`src/gtp_pkg.sv`:
```
// Shared types and constants for the Goertzel tone power detector.
package gtp_pkg;

    // Field and datapath widths.
    localparam int FRAC_BITS = 14;
    localparam int SAMPLE_W  = 16;
    localparam int COEF_W    = 17;
    localparam int DELAY_W   = 40;
    localparam int HALF_W    = 20;
    localparam int OPA_W     = DELAY_W;
    localparam int OPB_W     = HALF_W + 1;
    localparam int MUL_W     = OPA_W + OPB_W;
    localparam int PROD2_W   = 2 * DELAY_W;
    localparam int ACC_W     = 98;
    localparam int REC_W     = 48;
    localparam int POWER_W   = 63;
    localparam int STEP_W    = 4;

    // Last step of the power sequence.
    localparam logic [STEP_W-1:0] PWR_LAST = 4'd11;

    // Saturation bounds of the delay line.
    localparam logic signed [REC_W-1:0] DELAY_MAX = 48'sd549755813887;
    localparam logic signed [REC_W-1:0] DELAY_MIN = -48'sd549755813888;

    // Rounding offset that turns the final shift into a floor of the subtracted term.
    localparam logic signed [ACC_W-1:0] ROUND_OFFSET = ACC_W'((1 << FRAC_BITS) - 1);

    // Saturated power.
    localparam logic [POWER_W-1:0] POWER_MAX = '1;

    typedef enum logic [2:0] {
        ST_IDLE,
        ST_REC_MUL,
        ST_REC_UPD,
        ST_PWR,
        ST_FINISH
    } state_t;

    typedef enum logic [1:0] {
        A_S1,
        A_S2,
        A_COEF
    } a_sel_t;

    typedef enum logic [3:0] {
        B_S1_LO,
        B_S1_HI,
        B_S2_LO,
        B_S2_HI,
        B_COEF,
        B_M0,
        B_M1,
        B_M2,
        B_M3
    } b_sel_t;

    typedef enum logic [2:0] {
        ACC_HOLD,
        ACC_CLEAR,
        ACC_ROUND,
        ACC_ADD,
        ACC_SUB
    } acc_op_t;

    typedef enum logic [2:0] {
        SH_0,
        SH_14,
        SH_20,
        SH_34,
        SH_40,
        SH_60
    } acc_sh_t;

    // Commands from the controller to the datapath.
    typedef struct packed {
        logic    load_in;
        logic    mul_en;
        a_sel_t  a_sel;
        b_sel_t  b_sel;
        acc_op_t acc_op;
        acc_sh_t acc_sh;
        logic    upd_delay;
        logic    clr_delay;
        logic    m_load;
        logic    out_load;
    } dp_cmd_t;

    // Status from the datapath to the controller.
    typedef struct packed {
        logic block_end;
    } dp_status_t;

endpackage

```
`src/gtp_datapath.sv`:
```
// Datapath: coefficient, delay line, shared multiplier, accumulator and result word.
module gtp_datapath import gtp_pkg::*; (
    input  logic                       aclk,
    input  logic                       aresetn,
    input  logic                       cfg_wr_en,
    input  logic signed [COEF_W-1:0]   cfg_wr_data,
    input  logic signed [SAMPLE_W-1:0] s_sample_value,
    input  logic                       s_block_end,
    input  dp_cmd_t                    cmd,
    output dp_status_t                 status,
    output logic [POWER_W-1:0]         m_tone_power
);

    logic signed [COEF_W-1:0]   coef_reg;
    logic signed [DELAY_W-1:0]  s1_reg;
    logic signed [DELAY_W-1:0]  s2_reg;
    logic signed [SAMPLE_W-1:0] x_reg;
    logic                       end_reg;
    logic signed [MUL_W-1:0]    prod_reg;
    logic signed [ACC_W-1:0]    acc_reg;
    logic signed [ACC_W-1:0]    acc_next;
    logic signed [PROD2_W-1:0]  m_reg;
    logic [POWER_W-1:0]         power_reg;
    logic [POWER_W-1:0]         power_next;

    logic signed [OPA_W-1:0]    a_op;
    logic signed [OPB_W-1:0]    b_op;
    logic signed [MUL_W-1:0]    mul_res;
    logic signed [ACC_W-1:0]    prod_ext;
    logic signed [ACC_W-1:0]    addend;
    logic signed [REC_W-1:0]    rec_sum;
    logic signed [DELAY_W-1:0]  rec_sat;

    // The coefficient register is written directly from the configuration port.
    always_ff @(posedge aclk) begin
        if (!aresetn) begin
            coef_reg <= '0;
        end else if (cfg_wr_en) begin
            coef_reg <= cfg_wr_data;
        end
    end

    // Input word capture.
    always_ff @(posedge aclk) begin
        if (!aresetn) begin
            end_reg <= 1'b0;
        end else if (cmd.load_in) begin
            end_reg <= s_block_end;
        end
    end

    always_ff @(posedge aclk) begin
        if (cmd.load_in) begin
            x_reg <= s_sample_value;
        end
    end

    assign status.block_end = end_reg;

    // Operand selection for the shared multiplier.
    always_comb begin
        unique case (cmd.a_sel)
            A_S1:    a_op = s1_reg;
            A_S2:    a_op = s2_reg;
            A_COEF:  a_op = {{(OPA_W - COEF_W){coef_reg[COEF_W-1]}}, coef_reg};
            default: a_op = s1_reg;
        endcase
    end

    always_comb begin
        unique case (cmd.b_sel)
            B_S1_LO: b_op = {1'b0, s1_reg[HALF_W-1:0]};
            B_S1_HI: b_op = {s1_reg[DELAY_W-1], s1_reg[DELAY_W-1:HALF_W]};
            B_S2_LO: b_op = {1'b0, s2_reg[HALF_W-1:0]};
            B_S2_HI: b_op = {s2_reg[DELAY_W-1], s2_reg[DELAY_W-1:HALF_W]};
            B_COEF:  b_op = {{(OPB_W - COEF_W){coef_reg[COEF_W-1]}}, coef_reg};
            B_M0:    b_op = {1'b0, m_reg[HALF_W-1:0]};
            B_M1:    b_op = {1'b0, m_reg[2*HALF_W-1:HALF_W]};
            B_M2:    b_op = {1'b0, m_reg[3*HALF_W-1:2*HALF_W]};
            B_M3:    b_op = {m_reg[PROD2_W-1], m_reg[PROD2_W-1:3*HALF_W]};
            default: b_op = {1'b0, s1_reg[HALF_W-1:0]};
        endcase
    end

    // One 40 x 21 signed multiply per cycle, registered when the multiply enable is set.
    assign mul_res = a_op * b_op;

    always_ff @(posedge aclk) begin
        if (cmd.mul_en) begin
            prod_reg <= mul_res;
        end
    end

    // Recurrence: s = x + floor(c * s1 / 2^14) - s2, saturated to the delay width.
    assign rec_sum = REC_W'(x_reg) + REC_W'(prod_reg >>> FRAC_BITS) - REC_W'(s2_reg);

    always_comb begin
        priority if (rec_sum > DELAY_MAX) begin
            rec_sat = DELAY_MAX[DELAY_W-1:0];
        end else if (rec_sum < DELAY_MIN) begin
            rec_sat = DELAY_MIN[DELAY_W-1:0];
        end else begin
            rec_sat = rec_sum[DELAY_W-1:0];
        end
    end

    always_ff @(posedge aclk) begin
        if (!aresetn) begin
            s1_reg <= '0;
            s2_reg <= '0;
        end else if (cmd.clr_delay) begin
            s1_reg <= '0;
            s2_reg <= '0;
        end else if (cmd.upd_delay) begin
            s1_reg <= rec_sat;
            s2_reg <= s1_reg;
        end
    end

    // Partial products are placed by a fixed shift and summed modulo 2^ACC_W;
    // the final value always fits, so wraparound in between is harmless.
    assign prod_ext = ACC_W'(prod_reg);

    always_comb begin
        unique case (cmd.acc_sh)
            SH_0:    addend = prod_ext;
            SH_14:   addend = prod_ext <<< FRAC_BITS;
            SH_20:   addend = prod_ext <<< HALF_W;
            SH_34:   addend = prod_ext <<< (HALF_W + FRAC_BITS);
            SH_40:   addend = prod_ext <<< (2 * HALF_W);
            SH_60:   addend = prod_ext <<< (3 * HALF_W);
            default: addend = prod_ext;
        endcase
    end

    always_comb begin
        unique case (cmd.acc_op)
            ACC_HOLD:  acc_next = acc_reg;
            ACC_CLEAR: acc_next = '0;
            ACC_ROUND: acc_next = ROUND_OFFSET;
            ACC_ADD:   acc_next = acc_reg + addend;
            ACC_SUB:   acc_next = acc_reg - addend;
            default:   acc_next = acc_reg;
        endcase
    end

    always_ff @(posedge aclk) begin
        acc_reg <= acc_next;
    end

    // The cross product s1*s2 is kept for the coefficient pass.
    always_ff @(posedge aclk) begin
        if (cmd.m_load) begin
            m_reg <= acc_reg[PROD2_W-1:0];
        end
    end

    // Final shift by 14, clamp at zero and saturate to 63 bits.
    always_comb begin
        priority if (acc_reg[ACC_W-1]) begin
            power_next = '0;
        end else if (|acc_reg[ACC_W-2:FRAC_BITS+POWER_W]) begin
            power_next = POWER_MAX;
        end else begin
            power_next = acc_reg[FRAC_BITS+POWER_W-1:FRAC_BITS];
        end
    end

    always_ff @(posedge aclk) begin
        if (cmd.out_load) begin
            power_reg <= power_next;
        end
    end

    assign m_tone_power = power_reg;

endmodule

```
`src/gtp_ctrl.sv`:
```
// Controller: sequences the recurrence and the power computation, owns the handshakes.
module gtp_ctrl import gtp_pkg::*; (
    input  logic       aclk,
    input  logic       aresetn,
    input  logic       s_valid,
    output logic       s_ready,
    output logic       m_valid,
    input  logic       m_ready,
    input  dp_status_t status,
    output dp_cmd_t    cmd
);

    state_t              state_reg;
    state_t              state_next;
    logic [STEP_W-1:0]   step_reg;
    logic [STEP_W-1:0]   step_next;
    logic                out_valid_reg;
    logic                out_valid_next;
    logic                out_free;

    // The result register can take a new word when empty or being drained now.
    assign out_free = !out_valid_reg || m_ready;

    always_ff @(posedge aclk) begin
        if (!aresetn) begin
            state_reg     <= ST_IDLE;
            step_reg      <= '0;
            out_valid_reg <= 1'b0;
        end else begin
            state_reg     <= state_next;
            step_reg      <= step_next;
            out_valid_reg <= out_valid_next;
        end
    end

    // Next state and step count.
    always_comb begin
        state_next = state_reg;
        step_next  = '0;
        unique case (state_reg)
            ST_IDLE: begin
                if (s_valid) begin
                    state_next = ST_REC_MUL;
                end
            end
            ST_REC_MUL: begin
                state_next = ST_REC_UPD;
            end
            ST_REC_UPD: begin
                state_next = status.block_end ? ST_PWR : ST_IDLE;
            end
            ST_PWR: begin
                if (step_reg == PWR_LAST) begin
                    state_next = ST_FINISH;
                end else begin
                    step_next = step_reg + 1'b1;
                end
            end
            ST_FINISH: begin
                if (out_free) begin
                    state_next = ST_IDLE;
                end
            end
            default: begin
                state_next = ST_IDLE;
            end
        endcase
    end

    // Output valid tracks loads and accepted words.
    always_comb begin
        if (cmd.out_load) begin
            out_valid_next = 1'b1;
        end else if (m_ready) begin
            out_valid_next = 1'b0;
        end else begin
            out_valid_next = out_valid_reg;
        end
    end

    assign m_valid = out_valid_reg;
    assign s_ready = (state_reg == ST_IDLE);

    // Datapath commands per state and power step.
    always_comb begin
        cmd           = '0;
        cmd.a_sel     = A_S1;
        cmd.b_sel     = B_COEF;
        cmd.acc_op    = ACC_HOLD;
        cmd.acc_sh    = SH_0;
        unique case (state_reg)
            ST_IDLE: begin
                cmd.load_in = s_valid;
            end
            ST_REC_MUL: begin
                cmd.mul_en = 1'b1;
            end
            ST_REC_UPD: begin
                cmd.upd_delay = 1'b1;
            end
            ST_PWR: begin
                unique case (step_reg)
                    4'd0: begin
                        cmd.mul_en = 1'b1;
                        cmd.b_sel  = B_S2_LO;
                        cmd.acc_op = ACC_CLEAR;
                    end
                    4'd1: begin
                        cmd.mul_en = 1'b1;
                        cmd.b_sel  = B_S2_HI;
                        cmd.acc_op = ACC_ADD;
                    end
                    4'd2: begin
                        cmd.acc_op = ACC_ADD;
                        cmd.acc_sh = SH_20;
                    end
                    4'd3: begin
                        cmd.m_load = 1'b1;
                        cmd.acc_op = ACC_ROUND;
                        cmd.mul_en = 1'b1;
                        cmd.b_sel  = B_S1_LO;
                    end
                    4'd4: begin
                        cmd.acc_op = ACC_ADD;
                        cmd.acc_sh = SH_14;
                        cmd.mul_en = 1'b1;
                        cmd.b_sel  = B_S1_HI;
                    end
                    4'd5: begin
                        cmd.acc_op = ACC_ADD;
                        cmd.acc_sh = SH_34;
                        cmd.mul_en = 1'b1;
                        cmd.a_sel  = A_S2;
                        cmd.b_sel  = B_S2_LO;
                    end
                    4'd6: begin
                        cmd.acc_op = ACC_ADD;
                        cmd.acc_sh = SH_14;
                        cmd.mul_en = 1'b1;
                        cmd.a_sel  = A_S2;
                        cmd.b_sel  = B_S2_HI;
                    end
                    4'd7: begin
                        cmd.acc_op = ACC_ADD;
                        cmd.acc_sh = SH_34;
                        cmd.mul_en = 1'b1;
                        cmd.a_sel  = A_COEF;
                        cmd.b_sel  = B_M0;
                    end
                    4'd8: begin
                        cmd.acc_op = ACC_SUB;
                        cmd.mul_en = 1'b1;
                        cmd.a_sel  = A_COEF;
                        cmd.b_sel  = B_M1;
                    end
                    4'd9: begin
                        cmd.acc_op = ACC_SUB;
                        cmd.acc_sh = SH_20;
                        cmd.mul_en = 1'b1;
                        cmd.a_sel  = A_COEF;
                        cmd.b_sel  = B_M2;
                    end
                    4'd10: begin
                        cmd.acc_op = ACC_SUB;
                        cmd.acc_sh = SH_40;
                        cmd.mul_en = 1'b1;
                        cmd.a_sel  = A_COEF;
                        cmd.b_sel  = B_M3;
                    end
                    4'd11: begin
                        cmd.acc_op = ACC_SUB;
                        cmd.acc_sh = SH_60;
                    end
                    default: begin
                        cmd.acc_op = ACC_HOLD;
                    end
                endcase
            end
            ST_FINISH: begin
                cmd.out_load  = out_free;
                cmd.clr_delay = out_free;
            end
            default: begin
                cmd.acc_op = ACC_HOLD;
            end
        endcase
    end

    // A result is never written over a word that is still waiting.
    a_no_overwrite: assert property (@(posedge aclk) disable iff (!aresetn)
        cmd.out_load |-> (!out_valid_reg || m_ready))
        else $error("result register overwritten while full");

    // A loaded result is offered in the next cycle.
    a_load_shows: assert property (@(posedge aclk) disable iff (!aresetn)
        cmd.out_load |=> m_valid)
        else $error("loaded result not offered");

    // An accepted word always starts the recurrence.
    a_accept_starts: assert property (@(posedge aclk) disable iff (!aresetn)
        (s_valid && s_ready) |=> (state_reg == ST_REC_MUL))
        else $error("accepted word did not start the recurrence");

    // The power step count stays within its sequence.
    a_step_range: assert property (@(posedge aclk) disable iff (!aresetn)
        (state_reg == ST_PWR) |-> (step_reg <= PWR_LAST))
        else $error("power step out of range");

endmodule

```
`src/goertzel_tone_power.sv`:
```
// Top level of the Goertzel tone power detector.
//
// Each accepted word carries one signed 16-bit sample, which is run through the
// recurrence s = x + floor(c*s1/2^14) - s2 with the Q2.14 coefficient c written
// on the configuration port (reset value 0). A word without block_end passes
// through one multiply of the coefficient by s1 and one update of the 40-bit
// saturating delay line before the next word can be accepted. For a word with
// block_end, after the update, the shared 40 x 21 multiplier works through 10
// partial products to form s1^2 + s2^2 - floor(c*s1*s2/2^14), which is clamped
// at zero, saturated to 63 bits and placed in the output register, and the delay
// line clears. Further sample words are taken while a finished result waits; a
// second result waits only if the first has not yet been taken.
module goertzel_tone_power import gtp_pkg::*; (
    input  logic                       aclk,
    input  logic                       aresetn,
    input  logic                       cfg_wr_en,
    input  logic signed [COEF_W-1:0]   cfg_wr_data,
    input  logic                       s_valid,
    output logic                       s_ready,
    input  logic signed [SAMPLE_W-1:0] s_sample_value,
    input  logic                       s_block_end,
    output logic                       m_valid,
    input  logic                       m_ready,
    output logic [POWER_W-1:0]         m_tone_power
);

    dp_cmd_t    cmd;
    dp_status_t status;

    // Sequencer.
    gtp_ctrl u_ctrl (
        .aclk    (aclk),
        .aresetn (aresetn),
        .s_valid (s_valid),
        .s_ready (s_ready),
        .m_valid (m_valid),
        .m_ready (m_ready),
        .status  (status),
        .cmd     (cmd)
    );

    // Arithmetic and storage.
    gtp_datapath u_datapath (
        .aclk           (aclk),
        .aresetn        (aresetn),
        .cfg_wr_en      (cfg_wr_en),
        .cfg_wr_data    (cfg_wr_data),
        .s_sample_value (s_sample_value),
        .s_block_end    (s_block_end),
        .cmd            (cmd),
        .status         (status),
        .m_tone_power   (m_tone_power)
    );

endmodule
```
`config.mk`:
```
export PLATFORM = sky130hd
export DESIGN_NAME = goertzel_tone_power
export DESIGN_NICKNAME = d
export VERILOG_FILES = /design/src/gtp_pkg.sv /design/src/gtp_datapath.sv /design/src/gtp_ctrl.sv /design/src/goertzel_tone_power.sv
export SDC_FILE = /design/constraint.sdc
export NUM_CORES = 2
export LEC_CHECK = 0
export ABC_AREA = 1
export BUFFER_PORTS_ARGS = -buffer_cell sky130_fd_sc_hd__buf_2
export CAP_MARGIN = 20
export CORE_MARGIN = 1
export CORE_UTILIZATION = 70
export DETAILED_ROUTE_END_ITERATION = 6
export PLACE_DENSITY = 0.87
export RECOVER_POWER = 100
export SYNTH_ARGS = -nofsm -noshare
export SYNTH_HDL_FRONTEND = slang
export SYNTH_SLANG_ARGS = --single-unit
export TNS_END_PERCENT = 20
```
`constraint.sdc`:
```
create_clock -name aclk -period 20.1 [get_ports aclk]
set_input_delay 3.015 -clock aclk [delete_from_list [all_inputs] [get_ports aclk]]
set_output_delay 3.015 -clock aclk [all_outputs]
set_load 0.05 [all_outputs]
```
# Word level (Yosys, flattened, before mapping)
# Index checks and enable logic that the tools add are counted.
# word_totals
register_bits,424
latch_bits,0
ramBits,0
mem_bits_ro,0
in_bits,39
out_inout_bits,65
memories,0
# classes
add_sub_neg,5
multipliers,1
div_mod_pow,0
order_cmp,2
eq_ne,37
n_shift,0
mux,28
bitwise_logic,2
n_reduce_logical,20
# op_table
op,n
$pmux 98 s5,1
$pmux 98 s4,1
$pmux 21 s8,1
$add 98x98->98,1
$sub 98x98->98,1
$mux 40,2
$pmux 40 s2,1
$mux 63,1
$mul 40x21->61,1
$add 16x47->48,1
$gt 48x40->1 const B,1
$lt 48x40->1 const B,1
$sub 48x40->48,1
$eq 4x3->1 const B,8
$pmux 4 s8,1
$pmux 3 s5,2
$eq 4x4->1 const B,5
$reduce_or 20->1,1
$eq 3x2->1 const B,6
$eq 4x2->1 const B,4
$mux 3,5
$reduce_or 2->1,7
$eq 3x3->1 const B,4
$pmux 3 s4,1
other kinds (24),37

# Longest topological paths before layout
# depth
ltp_word,8
mapped_depth,49
depth_no_buf,46

# By module
# Synthesis repeated with hierarchy kept, for this count alone.
# unflattened
hier_cells,8743
hier_area_um2,64528.1
# by_module_without_submodules
module,instances,cells_per_inst,area_each_um2,seq_area_each_um2
gtp_datapath,1,8623,63820.0,11511.0
gtp_ctrl,1,120,708.2,160.2

# Worst setup path before layout
# OpenSTA, ideal clock, no wires.
# synth_path
path_kind,register to register
from,register u_ctrl.step_reg[0]
to,register u_datapath.prod_reg[57] (data pin)
arrival_ns,8.394
slack_ns,11.441
stages_incl_launch_ff,39
n_path_buf,3
period_less_slack_ns,8.659
cell_sequence,dfxtp_1 -> ha_1 -> nand3_2 -> nand2_1 -> nor2_1 -> nor2_1 -> inv_1 -> ha_1 -> clkbuf_1 -> inv_1 -> nand2_1 -> clkbuf_1 -> o22ai_1 -> clkinv_1 -> clkbuf_1 -> nand2_1 -> fa_1 -> inv_1 -> [3 not listed] -> inv_1 -> fa_1 -> fa_1 -> fa_1 -> inv_1 -> fa_1 -> inv_1 -> ha_1 -> a21oi_1 -> inv_1 -> a31oi_1 -> o21ai_0 -> a31oi_1 -> nand3_1 -> a31o_2 -> a21boi_0 -> o21ai_0 -> xor2_1
# synth_between
elab_chain_cells,7
elab_cells_between_ends,30
classes_between,mul (1); eq/ne (19); mux (5); reduce/logical (5)
# synth_lines
item,line_no,rtl
from (decl),gtp_ctrl.sv:15,logic [STEP_W-1:0] step_reg;
from (signal assigned),gtp_ctrl.sv:31,step_reg <= step_next;
"$eq 4x1->1, or another cell as far along",gtp_ctrl.sv:102,unique case (step_reg)
$reduce_or 2->1 (no line) or $reduce_or 4->1 (tied branches),-,
$pmux 4 s8 or $pmux 2 s2 (tied branches),gtp_ctrl.sv:102,
$mux 6 (*),gtp_ctrl.sv:91,unique case (state_reg)
"$eq 4x4->1, or another cell as far along",gtp_datapath.sv:71,unique case (cmd.b_sel)
$pmux 21 s8 or $pmux 40 s2 (tied branches),"gtp_datapath.sv:71, gtp_datapath.sv:62",
$mul 40x21->61 (*),gtp_datapath.sv:86,assign mul_res = a_op * b_op;
net u_datapath.mul_res[57],gtp_datapath.sv:28,logic signed [MUL_W-1:0] mul_res;
to (signal assigned),gtp_datapath.sv:90,prod_reg <= mul_res;
to (decl),gtp_datapath.sv:19,logic signed [MUL_W-1:0] prod_reg;
# The timed path passes the listed nets; every way through them passes the cells marked *.
# A chain may end at the register's enable or synchronous reset.

# Final worst setup path
# layout_path
from,register u_ctrl.state_reg[2]
to,register u_datapath.acc_reg[75] (data pin)
# layout_between
elab_chain_cells,6
elab_cells_between_ends,16
classes_between,add/sub (2); eq/ne (10); mux (4)
# layout_lines
item,line_no,rtl
from (decl),gtp_ctrl.sv:13,state_t state_reg;
from (signal assigned),gtp_ctrl.sv:30,state_reg <= state_next;
$eq 3x2->1 (*),gtp_ctrl.sv:91,
$mux 3,gtp_ctrl.sv:91,
"$eq 3x3->1, or another cell as far along",gtp_datapath.sv:125,unique case (cmd.acc_sh)
$pmux 98 s5,gtp_datapath.sv:125,
$sub 98x98->98 or $add 98x98->98 (tied branches),"gtp_datapath.sv:142, gtp_datapath.sv:141",
$pmux 98 s4 (*),gtp_datapath.sv:137,unique case (cmd.acc_op)
net u_datapath.acc_next[75],gtp_datapath.sv:21,logic signed [ACC_W-1:0] acc_next;
to (signal assigned),gtp_datapath.sv:148,acc_reg <= acc_next;
to (decl),gtp_datapath.sv:20,logic signed [ACC_W-1:0] acc_reg;
# Marked as above.

==> results by group <==
STA
  – Final Hold Viols: 0
  – Rel. slew slack: -176%
  – Hold_ws: roughly 0.46 ns
  – Setup WS post-layout: just over 6 ns
  – Worst clock skew: just over 0.07 ns
  – Fin. max-slew vios: about 600
  – Post-layout min period: around 14 ns
  – Setup TNS: 0 ns
  – # setup viols final: 0
  – Unrepaired setup endpoints after global routing: no
  – Fin crit share: 69.8%
  – Tightest Pin Transition: between 4 and 5 ns
  – Fmax: between 70 and 80 MHz

Logic synthesis
  – Synth cell count leaders: inv_1 (1,719), nand2_1 (1,575), nor2_1 (1,025), fa_1 (868), a21oi_1 (615)
  – Mapped cell area: a little over 60,000 um2
  – Post-synth top flop: edfxtp_1
  – Area leader, netlist: fa_1
  – Register area share after synthesis: a little under a fifth
  – Largest cells by area after synthesis: fa_1 (28%), edfxtp_1 (15%), inv_1 (10%), nand2_1 (9.5%), nor2_1 (6.2%)
  – Top-count cell post-synth: inv_1
  – Post-synth EDFFs: roughly 320
  – FFs w/ async S/R, synth: 0%
  – Mapped Cells: around 8,200
  – Yosys top cell area share: between 20% and 30%
  – Synth cell types: 69
  – Yosys reg bits: about 420
  – Synthesized net count: between 9,000 and 10,000
  – Syn Area/Cell: approximately 7.6 um2
  – Synth warn: 0

Critical path
  – Highest net fanout along the worst path: between 50 and 60
  – Crit Path Category: reg2reg
  – Largest stage delay, worst path: between 1.5 and 2 ns
  – CP Launch Type: register
  – Max stage delay cell, worst path: clkbuf_1
  – RR Endpoint: u_datapath.acc_reg[75]
  – CP Data Required Time: slightly above 20 ns
  – R2R Setup Slk: 6.07 ns
  – Arr. time, crit path: between 10 and 15 ns
  – CP Capture Type: register
  – Reg2Reg Depth: 32
  – Worst reg2reg startpoint: u_ctrl.state_reg[2]

Placed design
  – Port bufs: 103
  – DP Cell Count: 9,283
  – Pre-CTS WS: approximately 9.0 ns
  – Final GP Congestion: 1.14
  – DP HPWL: 196 mm

Floorplan
  – Die width: approximately 300 um
  – Die Height: around 300 um
  – Num rows: around 110
  – Die area: 90,200 um2
  – IO Pins: about 100
  – Core box area: between 80,000 and 90,000 um2
  – Initial Util: between 70% and 80%

CTS
  – # clock sinks: 424
  – Clk pin slew, worst setup/hold paths: roughly 0.06 ns
  – CTS Buf Count: 52
  – CTS tree: yes
  – H-tree depth: 2
  – Post-CTS sizing: 0
  – Post-CTS setup buffers: 0
  – Clock latency on the worst-skew pair: just over 0.7 ns
  – Clock buffer depth: 3
  – Clock Root Buffer: clkbuf_16
  – Hold Buf Count CTS: 0

Power and ir drop
  – Pwr/cell area: 143 nW/um2
  – Max VDD drop: roughly 320 uV
  – Leakage power: about 31 nW

GRT
  – Largest net degree at the start of global routing: 80
  – GRT overflow: 0
  – GRT Resource Usage Total: 55.6%
  – Initial antenna violation count: 13
  – First-pass GRT wire length: 369 mm
  – Vias in the first global route: 61,141

Final layout
  – Share of cells above drive strength 1: under 10%
  – Area grow syn2layout: 5.21%
  – Fillers: 6,468
  – Final #Nets: 9,390
  – Fin cells: roughly 9,400
  – Max FFs per register: 98

Routing
  – DRC Markers: roughly 310
  – Final WL: between 200 and 300 mm
  – Wire length per cell: around 27 um
  – DR iter-0 viols: 10,625
  – Vias per cell: around 6.5
  – Post-route ant nets: 0
  – Via count: 61,414
  – Drt pass-1 iters: 7

Min path
  – Hold crit path type: reg2reg
  – Hold path depth: 0
  – Min-Delay Endpoint: u_datapath.m_reg[4]
  – Worst hold path startpoint: u_datapath.acc_reg[4]

Outcome
  – Failing checks: design-rule violations, max-capacitance violations, max-slew violations
  – Status: finished with violations

Job
  – Max_cap viols: 13
where the power goes:
group,leakage [nW],switching (mW),internal [mW],total (mW)
clock,0.832,0.445,0.553,0.998
sequential,3.70,0.202,1.18,1.38
combinational,26.5,4.92,2.09,7.01
total,31.0,5.56,3.82,9.39
worst max path at each step:
stage | startpoint | to | slack, ns | cells after the start
floorplan | u_ctrl.step_reg[0] | u_datapath.prod_reg[57] | 11.44 | 38
global placement | u_ctrl.state_reg[2] | u_datapath.prod_reg[57] | 8.87 | 33
detailed placement | u_ctrl.state_reg[2] | u_datapath.prod_reg[57] | 8.97 | 33
CTS | u_ctrl.state_reg[0] | u_datapath.prod_reg[57] | 8.86 | 32
global route | u_ctrl.state_reg[0] | u_datapath.acc_reg[75] | 5.64 | 31
finish | u_ctrl.state_reg[2] | u_datapath.acc_reg[75] | 6.07 | 32
area by class of cell:
cell class	instances	area, um2	share of cell area (%)
diodes	10	25.0	0.0382
clock buffers	61	1360	2.07
clock inverters	34	378	0.576
flip-flops and latches	424	11700	17.8
repair buffers	206	1180	1.80
multi-input cells	5734	42900	65.4
inverters	1764	6620	10.1
well taps	1165	1460	2.22
layout by cell type (no fill, tap or decap), types with 22 or more instances in the layout:
cell type  instances
clkbuf_16         53
clkbuf_1          88
a22o_1            23
buf_2             37
a221oi_1          23
nand2_1         1575
nor4_1            22
xor2_1           132
o21a_1            35
buf_4             85
clkinv_1          27
inv_1           1719
dfxtp_1          106
ha_1             301
xnor2_1           93
nor2_1          1027
inv_2             28
o21ai_1           41
fa_1             868
nand3_1          170
a21oi_1          613
a22oi_1           24
a31oi_1           57
nand4_1           80
o21ai_0          339
o22ai_1           30
edfxtp_1         318
nor3_1            38
cells by family (layout without fill, tap and decap cells):
group,after synthesis,count (layout),share of synthesized area (%)
adders and majority gates,1169,1169,33.9
other,0,10,0
and+or+nand+nor,3019,3019,19.7
AOI/OAI and AO/OA,1321,1321,12.0
DFF,424,424,18.7
buffers and inverters,2017,2065,12.5
xor gates and xnor gates,225,225,3.16
worst max-delay path, delay by kind of cell, from the launching register on:
family	cells	cell delay (ns)
buffers and inverters	5	4.43
AOI/OAI and AO/OA	6	2.72
xor gates and xnor gates	1	0.22
adders and majority gates	2	0.67
DFF	1	0.36
and+or+nand+nor	18	5.43
routing by layer:
metal / GRT usage, % / up-vias / share of wire (%)
li1: - / 25421 / -
met5: 0.847 / - / 0.087
met3: 26.3 / 1697 / 18
met2: 76.8 / 5720 / 40
met1: 68.1 / 28558 / 33
met4: 39.7 / 18 / 9.2
per-stage QoR:
stage / power (mW) / area [um2] / utilization (%)
global route: 9.83 / 65600 / 74.3
floorplan: 5.69 / 62300 / -
global placement: 7.73 / 63900 / 72.4
CTS: 8.94 / 65700 / 74.4
detailed placement: 7.92 / 63900 / 72.5
finish: 9.39 / 65600 / 74.3
Power figures use the tool's default switching activity.
